==> src/hw/rtl/dedup_ring_waitlist_queue_macros.svh <==
// Assertion macros shared by the waitlist queue RTL.
// Every macro samples on i_clk and is disabled while i_rst_n is low.
`ifndef DEDUP_RING_WAITLIST_QUEUE_MACROS_SVH
`define DEDUP_RING_WAITLIST_QUEUE_MACROS_SVH

// Same-cycle implication.
`define DRWQ_ASSERT_NOW(lbl, ante, cons, msg) \
    lbl: assert property (@(posedge i_clk) disable iff (!i_rst_n) (ante) |-> (cons)) \
        else $error(msg);

// Next-cycle implication.
`define DRWQ_ASSERT_NEXT(lbl, ante, cons, msg) \
    lbl: assert property (@(posedge i_clk) disable iff (!i_rst_n) (ante) |=> (cons)) \
        else $error(msg);

`endif

==> src/hw/rtl/drwq_pkg.sv <==
// Shared types and constants for the waitlist queue.
// No dependencies; used by every RTL file of the block.
package drwq_pkg;

    localparam int QUEUE_DEPTH_DEF = 16;
    localparam int ID_W            = 16;
    localparam int OCC_W           = 5;
    localparam int PAIR_W          = 2 * ID_W;

    localparam logic OP_ENQ = 1'b0;
    localparam logic OP_DEQ = 1'b1;

    typedef enum logic [2:0] {
        ST_ENQUEUED  = 3'd0,
        ST_DUPLICATE = 3'd1,
        ST_FULL      = 3'd2,
        ST_DEQUEUED  = 3'd3,
        ST_EMPTY     = 3'd4
    } t_status;

    typedef struct packed {
        logic            opcode;
        logic [ID_W-1:0] requester_id;
        logic [ID_W-1:0] target_id;
    } t_in_word;

    typedef struct packed {
        t_status          status;
        logic [ID_W-1:0]  front_requester;
        logic [ID_W-1:0]  front_target;
        logic [OCC_W-1:0] occupancy;
    } t_out_word;

endpackage

==> src/hw/rtl/dedup_ring_waitlist_queue.sv <==
// Waitlist queue with duplicate rejection: the sequencer and the output register.
// Depends on drwq_pkg, drwq_ctrl and drwq_ram.
//
// Usage:
//   Input channel  i_in_valid / i_in_word / o_in_stall carries one command word
//   (enqueue a requester/target pair, or dequeue the front pair). Output channel
//   o_out_valid / o_out_word / i_out_stall returns exactly one result word per
//   command: status, the removed pair on a dequeue (zero otherwise) and the
//   occupancy after the command.
//   One command is in flight at a time. The pairs live in a single synchronous
//   RAM; an enqueue reads the occupied entries one per cycle from the head and
//   stops at the first match. An empty-queue command finishes on acceptance, a
//   dequeue on a non-empty queue reads the head entry in S_DEQ, and an enqueue
//   scans until a match or the last held entry before writing or rejecting;
//   the next command is taken once the result has left for the output register.
//   The output register holds a result while i_out_stall is high; the next
//   command may already be accepted behind it, and its result waits until the
//   register frees up.
//   Reset sets head and count to zero and tail to the last slot; the queue comes
//   up empty and ready at once. RAM contents are never cleared.
module dedup_ring_waitlist_queue #(
    parameter int QUEUE_DEPTH = drwq_pkg::QUEUE_DEPTH_DEF
) (
    input  logic                i_clk,
    input  logic                i_rst_n,
    input  logic                i_in_valid,
    input  drwq_pkg::t_in_word  i_in_word,
    output logic                o_in_stall,
    output logic                o_out_valid,
    output drwq_pkg::t_out_word o_out_word,
    input  logic                i_out_stall
);

    logic                r_out_valid;
    drwq_pkg::t_out_word r_out_word;
    logic                res_valid;
    drwq_pkg::t_out_word res_word;
    logic                res_take;

    assign res_take = !r_out_valid || !i_out_stall;

    drwq_ctrl #(
        .DEPTH (QUEUE_DEPTH)
    ) u_ctrl (
        .i_clk       (i_clk),
        .i_rst_n     (i_rst_n),
        .i_in_valid  (i_in_valid),
        .i_in_word   (i_in_word),
        .o_in_stall  (o_in_stall),
        .o_res_valid (res_valid),
        .o_res_word  (res_word),
        .i_res_take  (res_take)
    );

    always_ff @(posedge i_clk) begin
        if (!i_rst_n) begin
            r_out_valid <= 1'b0;
        end else if (res_take) begin
            r_out_valid <= res_valid;
        end
    end

    always_ff @(posedge i_clk) begin
        if (res_take && res_valid) begin
            r_out_word <= res_word;
        end
    end

    assign o_out_valid = r_out_valid;
    assign o_out_word  = r_out_word;

endmodule

==> src/hw/rtl/drwq_ram.sv <==
// Generic single-write, single-read synchronous RAM with registered read data.
// Depends on drwq_pkg for default sizes.
module drwq_ram #(
    parameter int WIDTH = drwq_pkg::PAIR_W,
    parameter int DEPTH = drwq_pkg::QUEUE_DEPTH_DEF
) (
    input  logic                                     i_clk,
    input  logic                                     i_we,
    input  logic [((DEPTH > 1) ? $clog2(DEPTH) : 1)-1:0] i_waddr,
    input  logic [WIDTH-1:0]                         i_wdata,
    input  logic [((DEPTH > 1) ? $clog2(DEPTH) : 1)-1:0] i_raddr,
    output logic [WIDTH-1:0]                         o_rdata
);

    logic [WIDTH-1:0] r_mem [DEPTH];
    logic [WIDTH-1:0] r_rdata;

    always_ff @(posedge i_clk) begin
        if (i_we) begin
            r_mem[i_waddr] <= i_wdata;
        end
        r_rdata <= r_mem[i_raddr];
    end

    assign o_rdata = r_rdata;

endmodule

==> src/hw/rtl/drwq_ctrl.sv <==
// Queue sequencer: pointers, occupancy count, duplicate scan and dequeue read.
// Depends on drwq_pkg, drwq_ram and the shared assertion macros.
`include "dedup_ring_waitlist_queue_macros.svh"

module drwq_ctrl #(
    parameter int DEPTH = drwq_pkg::QUEUE_DEPTH_DEF
) (
    input  logic                i_clk,
    input  logic                i_rst_n,
    input  logic                i_in_valid,
    input  drwq_pkg::t_in_word  i_in_word,
    output logic                o_in_stall,
    output logic                o_res_valid,
    output drwq_pkg::t_out_word o_res_word,
    input  logic                i_res_take
);

    localparam int PW = (DEPTH > 1) ? $clog2(DEPTH) : 1;
    localparam int CW = $clog2(DEPTH + 1);
    localparam logic [PW-1:0] LAST_SLOT = PW'(DEPTH - 1);
    localparam logic [CW-1:0] FULL_CNT  = CW'(DEPTH);

    typedef enum logic [3:0] {
        S_IDLE = 4'b0001,
        S_SCAN = 4'b0010,
        S_DEQ  = 4'b0100,
        S_DONE = 4'b1000
    } t_state;

    function automatic logic [PW-1:0] next_slot(input logic [PW-1:0] p);
        return (p == LAST_SLOT) ? '0 : p + PW'(1);
    endfunction

    t_state                       r_state, n_state;
    logic [PW-1:0]                r_head, n_head;
    logic [PW-1:0]                r_tail, n_tail;
    logic [CW-1:0]                r_count, n_count;
    logic [PW-1:0]                r_rd_ptr, n_rd_ptr;
    logic [PW-1:0]                r_idx, n_idx;
    logic [drwq_pkg::PAIR_W-1:0]  r_key, n_key;
    drwq_pkg::t_out_word          r_res, n_res;

    logic                         in_acc;
    logic [drwq_pkg::PAIR_W-1:0]  cur_key;
    logic                         ram_we;
    logic [PW-1:0]                ram_waddr;
    logic [PW-1:0]                ram_raddr;
    logic [drwq_pkg::PAIR_W-1:0]  ram_rdata;
    logic                         match;
    logic                         last_entry;
    logic                         enq_fin;
    logic                         dup;

    assign in_acc     = i_in_valid && (r_state == S_IDLE);
    assign cur_key    = (r_state == S_IDLE) ? {i_in_word.requester_id, i_in_word.target_id}
                                            : r_key;
    assign match      = (ram_rdata == r_key);
    assign last_entry = ((CW'(r_idx) + CW'(1)) == r_count);
    assign ram_waddr  = next_slot(r_tail);

    always_comb begin
        n_state  = r_state;
        n_head   = r_head;
        n_tail   = r_tail;
        n_count  = r_count;
        n_rd_ptr = r_rd_ptr;
        n_idx    = r_idx;
        n_key    = r_key;
        n_res    = r_res;
        ram_we   = 1'b0;
        ram_raddr = r_rd_ptr;
        enq_fin  = 1'b0;
        dup      = 1'b0;
        case (r_state)
            S_IDLE: begin
                ram_raddr = r_head;
                if (in_acc) begin
                    n_key    = cur_key;
                    n_rd_ptr = next_slot(r_head);
                    n_idx    = '0;
                    if (i_in_word.opcode == drwq_pkg::OP_ENQ) begin
                        if (r_count == '0) begin
                            enq_fin = 1'b1;
                        end else begin
                            n_state = S_SCAN;
                        end
                    end else if (r_count == '0) begin
                        n_res.status          = drwq_pkg::ST_EMPTY;
                        n_res.front_requester = '0;
                        n_res.front_target    = '0;
                        n_res.occupancy       = drwq_pkg::OCC_W'(r_count);
                        n_state               = S_DONE;
                    end else begin
                        n_state = S_DEQ;
                    end
                end
            end
            S_SCAN: begin
                n_rd_ptr = next_slot(r_rd_ptr);
                n_idx    = r_idx + PW'(1);
                if (match) begin
                    enq_fin = 1'b1;
                    dup     = 1'b1;
                end else if (last_entry) begin
                    enq_fin = 1'b1;
                end
            end
            S_DEQ: begin
                n_head                = next_slot(r_head);
                n_count               = r_count - CW'(1);
                n_res.status          = drwq_pkg::ST_DEQUEUED;
                n_res.front_requester = ram_rdata[drwq_pkg::PAIR_W-1:drwq_pkg::ID_W];
                n_res.front_target    = ram_rdata[drwq_pkg::ID_W-1:0];
                n_res.occupancy       = drwq_pkg::OCC_W'(r_count - CW'(1));
                n_state               = S_DONE;
            end
            S_DONE: begin
                if (i_res_take) begin
                    n_state = S_IDLE;
                end
            end
            default: begin
                n_state = S_IDLE;
            end
        endcase

        if (enq_fin) begin
            n_state               = S_DONE;
            n_res.front_requester = '0;
            n_res.front_target    = '0;
            n_res.occupancy       = drwq_pkg::OCC_W'(r_count);
            if (dup) begin
                n_res.status = drwq_pkg::ST_DUPLICATE;
            end else if (r_count == FULL_CNT) begin
                n_res.status = drwq_pkg::ST_FULL;
            end else begin
                ram_we          = 1'b1;
                n_tail          = next_slot(r_tail);
                n_count         = r_count + CW'(1);
                n_res.status    = drwq_pkg::ST_ENQUEUED;
                n_res.occupancy = drwq_pkg::OCC_W'(r_count + CW'(1));
            end
        end
    end

    always_ff @(posedge i_clk) begin
        if (!i_rst_n) begin
            r_state <= S_IDLE;
            r_head  <= '0;
            r_tail  <= LAST_SLOT;
            r_count <= '0;
        end else begin
            r_state <= n_state;
            r_head  <= n_head;
            r_tail  <= n_tail;
            r_count <= n_count;
        end
    end

    always_ff @(posedge i_clk) begin
        r_rd_ptr <= n_rd_ptr;
        r_idx    <= n_idx;
        r_key    <= n_key;
        r_res    <= n_res;
    end

    drwq_ram #(
        .WIDTH (drwq_pkg::PAIR_W),
        .DEPTH (DEPTH)
    ) u_store (
        .i_clk   (i_clk),
        .i_we    (ram_we),
        .i_waddr (ram_waddr),
        .i_wdata (cur_key),
        .i_raddr (ram_raddr),
        .o_rdata (ram_rdata)
    );

    assign o_in_stall  = (r_state != S_IDLE);
    assign o_res_valid = (r_state == S_DONE);
    assign o_res_word  = r_res;

    `DRWQ_ASSERT_NEXT(a_accept_leaves_idle, in_acc, r_state != S_IDLE, "accept did not start work")
    `DRWQ_ASSERT_NOW(a_count_bound, 1'b1, r_count <= FULL_CNT, "occupancy beyond depth")
    `DRWQ_ASSERT_NOW(a_deq_nonempty, r_state == S_DEQ, r_count != '0, "dequeue read on empty queue")
    `DRWQ_ASSERT_NEXT(a_write_grows, ram_we, r_count == $past(r_count) + CW'(1), "write without count step")

endmodule

==> config.mk <==
export PLATFORM = sky130hd
export DESIGN_NAME = dedup_ring_waitlist_queue
export DESIGN_NICKNAME = d
export VERILOG_FILES = /design/src/hw/rtl/drwq_pkg.sv /design/src/hw/rtl/dedup_ring_waitlist_queue.sv /design/src/hw/rtl/drwq_ram.sv /design/src/hw/rtl/drwq_ctrl.sv
export VERILOG_INCLUDE_DIRS = /design/src /design/src/hw/rtl
export SDC_FILE = /design/constraint.sdc
export NUM_CORES = 1
export LEC_CHECK = 0
export BUFFER_PORTS_ARGS = -buffer_cell sky130_fd_sc_hd__buf_2
export CAP_MARGIN = 20
export CELL_PAD_IN_SITES_DETAIL_PLACEMENT = 1
export CELL_PAD_IN_SITES_GLOBAL_PLACEMENT = 1
export CORE_ASPECT_RATIO = 1.4
export CORE_MARGIN = 2
export CORE_UTILIZATION = 58
export DETAILED_ROUTE_END_ITERATION = 10
export GPL_TIMING_DRIVEN = 0
export HOLD_SLACK_MARGIN = 0.06
export PLACE_DENSITY = 0.94
export SLEW_MARGIN = 20
export SYNTH_ARGS = -nofsm -noshare
export SYNTH_HDL_FRONTEND = slang
export SYNTH_SLANG_ARGS = --single-unit
==> constraint.sdc <==
create_clock -name i_clk -period 6.5 [get_ports i_clk]
set_input_delay 0.325 -clock i_clk [delete_from_list [all_inputs] [get_ports i_clk]]
set_output_delay 0.325 -clock i_clk [all_outputs]
set_load 0.02 [all_outputs]
==> metrics.txt <==
status finished, final reports clean; Worst-path clk slew around 0.07 ns; LEAKAGE 10.06 nW; Remaining DRCs 0; FF+latch count, synth ~680; area leader, netlist edfxtp_1; skew final 0.03382 ns; first-pass iteration count of the detailed router 6; Final Hold Vio Count 0; Site Rows 92; gp weighted congestion around 0.9; Cells after Synth 1454; Mapped Area approximately 0.026 sq mm; Mean Syn Cell Area 18.05 sq um; WS Path Type reg -> reg; DRT antenna net count 0; Tmin final between 4 and 5 ns; wirelength, routed between 80 and 90 mm; uppermost layer routed met5; htree depth 2; CTS tree yes; fin crit share between 70% and 80%; Setup TNS 0 ns; final core utilization 66.39%; Wirelength per Cell between 30 and 40 um; slowest library cell on the worst path and3_2; Synth top area share 68.66%; Startpoint Class flip-flop; RSZ-0062 raised after global routing false; CP top delay family simple AND/OR/NAND/NOR gates; initial core utilization 58.45%; Ports 79; total CTS buffers 58; Total GRT Usage between 30 and 40%; worst vdd ir about 0.00024 V; Num Clock Sinks about 680; Final Max Slew Viols 0; Slowest Stage Delay on Critical Path 0.83 ns; Post-CTS Setup Inserts 0; final setup fails 0; dominant synthesized flop cell edfxtp_1; met3 WL 9.500 mm; largest net degree at the start of global routing 22; most area-consuming cells after synthesis edfxtp_1, mux4_2, dfxtp_1, nand2_1, xnor2_1; CORE AREA 0.04489 sq mm; Hold Crit Class in -> reg; Die Height roughly 260 um; DP HPWL 51.60 mm; vias per cell between 7 and 8; initial antenna violation count 1; global-route wire length before repair 122.3 mm; via count 16120; Async SR Flop Fraction 0%; total gr overflow 0; die width 183.8 um; vias in the first global route approximately 17000; commonest non-fill, non-tap cell in the layout edfxtp_1; Worst Max-Slew Pin Slew 1.055 ns; Crit. End Element flip-flop; Pwr Density 521.4 mW/mm^2; relative slew slack 28.27%; Yosys warning total 0; metal1 wirelength between 20 and 30 mm; # port buffers 78; most frequent cells in the layout edfxtp_1, nand2_1, mux4_2; post-synth cell types 52; Die Area approximately 0.047 sq mm; max-cap violations 0; layout cell share with drive strength beyond 1 22.92%; crit-path cells nor4b_4, nand3_1, o41ai_1, nand2_1, nor2_2, clkbuf_1, and3_2, buf_16; Req. time, crit path 6.81 ns; fill cell count around 3700; root buf cell clkbuf_16; post-synthesis sequential area ratio 74.92%; WL met2 41.90 mm; Area Growth Syn to Fin 13.57%; CTS resizes 0; EDFF count, synth 600; Worst Path Buf+Inv 2; worst skew pair latency 0.63 ns; DR iter-0 viols about 2300; nets@finish 1662; syn_nets 1502; Max Freq 218.9 MHz; Arrival @ worst endpoint approximately 4.9 ns; Worst Path Max Fanout 17; Max clock buf depth 3
-- logic make-up after synthesis --
group	count (synthesis)	share of synthesized area [%]
simple gates	348	6.361
buf+inv	85	1.635
flops	682	74.92
fa+ha+maj	11	0.5245
xor+xnor	44	1.469
compound gates	150	3.881
mux	134	11.21
-- registers in the layout (all words and copies together), names as in the netlist --
register	flops
u_ctrl.r_count	5
u_ctrl.u_store.r_mem	512
u_ctrl.r_rd_ptr	4
u_ctrl.r_idx	4
u_ctrl.o_res_word	40
o_out_valid	1
u_ctrl.r_key	32
o_out_word	40
u_ctrl.r_state	4
u_ctrl.u_store.o_rdata	32
u_ctrl.r_tail	4
u_ctrl.r_head	4
-- synthesized netlist by cell type (all sizes together) (11+ instances only) --
cell type and n:
a21oi 14, dfxtp 82, a31oi 40, xnor2 34, buf 39, and2 39
edfxtp 600, nor2 44, o21ai 12, nand2 183, clkbuf 36, a211oi 34
nand3 14, mux4 128, ha 11, and3 18, a22oi 32, nand4 17
-- worst min-delay path: cells and delay by family --
family                 cells  cell delay [ns]
AOI/OAI and AO/OA          3             0.38
buffers and inverters      1             0.12
-- per-stage QoR --
stage          hold slack, ns  worst slack, ns  instance area, sq um  total power [mW]  std cells
2_1_floorplan          0.3968            2.993                 26240             9.619       1454
3_3_place_gp           0.4015            1.716                 27340             11.00       2096
3_5_place_dp           0.4057            2.153                 27850             11.58       2115
4_1_cts                0.2328            2.068                 29800             15.30       2226
5_1_grt                0.3044            1.821                 29800             15.82       2226
6_report               0.2405            1.931                 29800             15.54       2227
-- where the power goes --
part / leakage, nW / total, mW / internal [mW] / switching, mW
registers: 6.12 / 6.45 / 6.10 / 0.345
clock network: 0.943 / 3.59 / 1.95 / 1.64
logic: 3.00 / 5.50 / 1.77 / 3.73
total: 10.1 / 15.5 / 9.82 / 5.72
-- path summary, 6_finish.rpt --
path	start	endpoint	slack, ns	cells past startpoint
max reg2reg	u_ctrl.r_state[1]	u_ctrl.u_store.r_mem[12][21]	1.93	8
min reg2reg	u_ctrl.o_res_word[37]	o_out_word[37]	0.43	0
min	i_in_valid	u_ctrl.r_state[0]	0.24	4
max	u_ctrl.r_state[1]	u_ctrl.u_store.r_mem[12][21]	1.93	8
-- per-layer routing --
| layer | vias to the layer above | track usage (%) |
|---|---|---|
| met5 | - | 0 |
| met4 | 2 | 23.87 |
| met3 | 447 | 8.623 |
| met2 | 1543 | 60.17 |
| met1 | 8048 | 44.42 |
| li1 | 6078 | - |
-- what timing repair did --
action,4_1_cts,5_1_grt
hold endpoints to repair,7,0
hold buffers,3,0
setup endpoints to repair,0,0
-- layout make-up --
| class | count | area (sq um) | share of cell area (%) |
|---|---|---|---|
| Clock buffer | 82 | 1673 | 5.613 |
| Multi-Input combinational cell | 687 | 6196 | 20.79 |
| Timing Repair Buffer | 100 | 893.4 | 2.998 |
| Inverter | 10 | 37.54 | 0.1260 |
| Antenna cell | 1 | 2.502 | 0.008397 |
| Sequential cell | 682 | 19660 | 65.96 |
| Clock inverter | 26 | 244.0 | 0.8187 |
| Buffer | 75 | 391.6 | 1.314 |
| Tap cell | 564 | 705.7 | 2.368 |
Power figures use the tool's default switching activity.
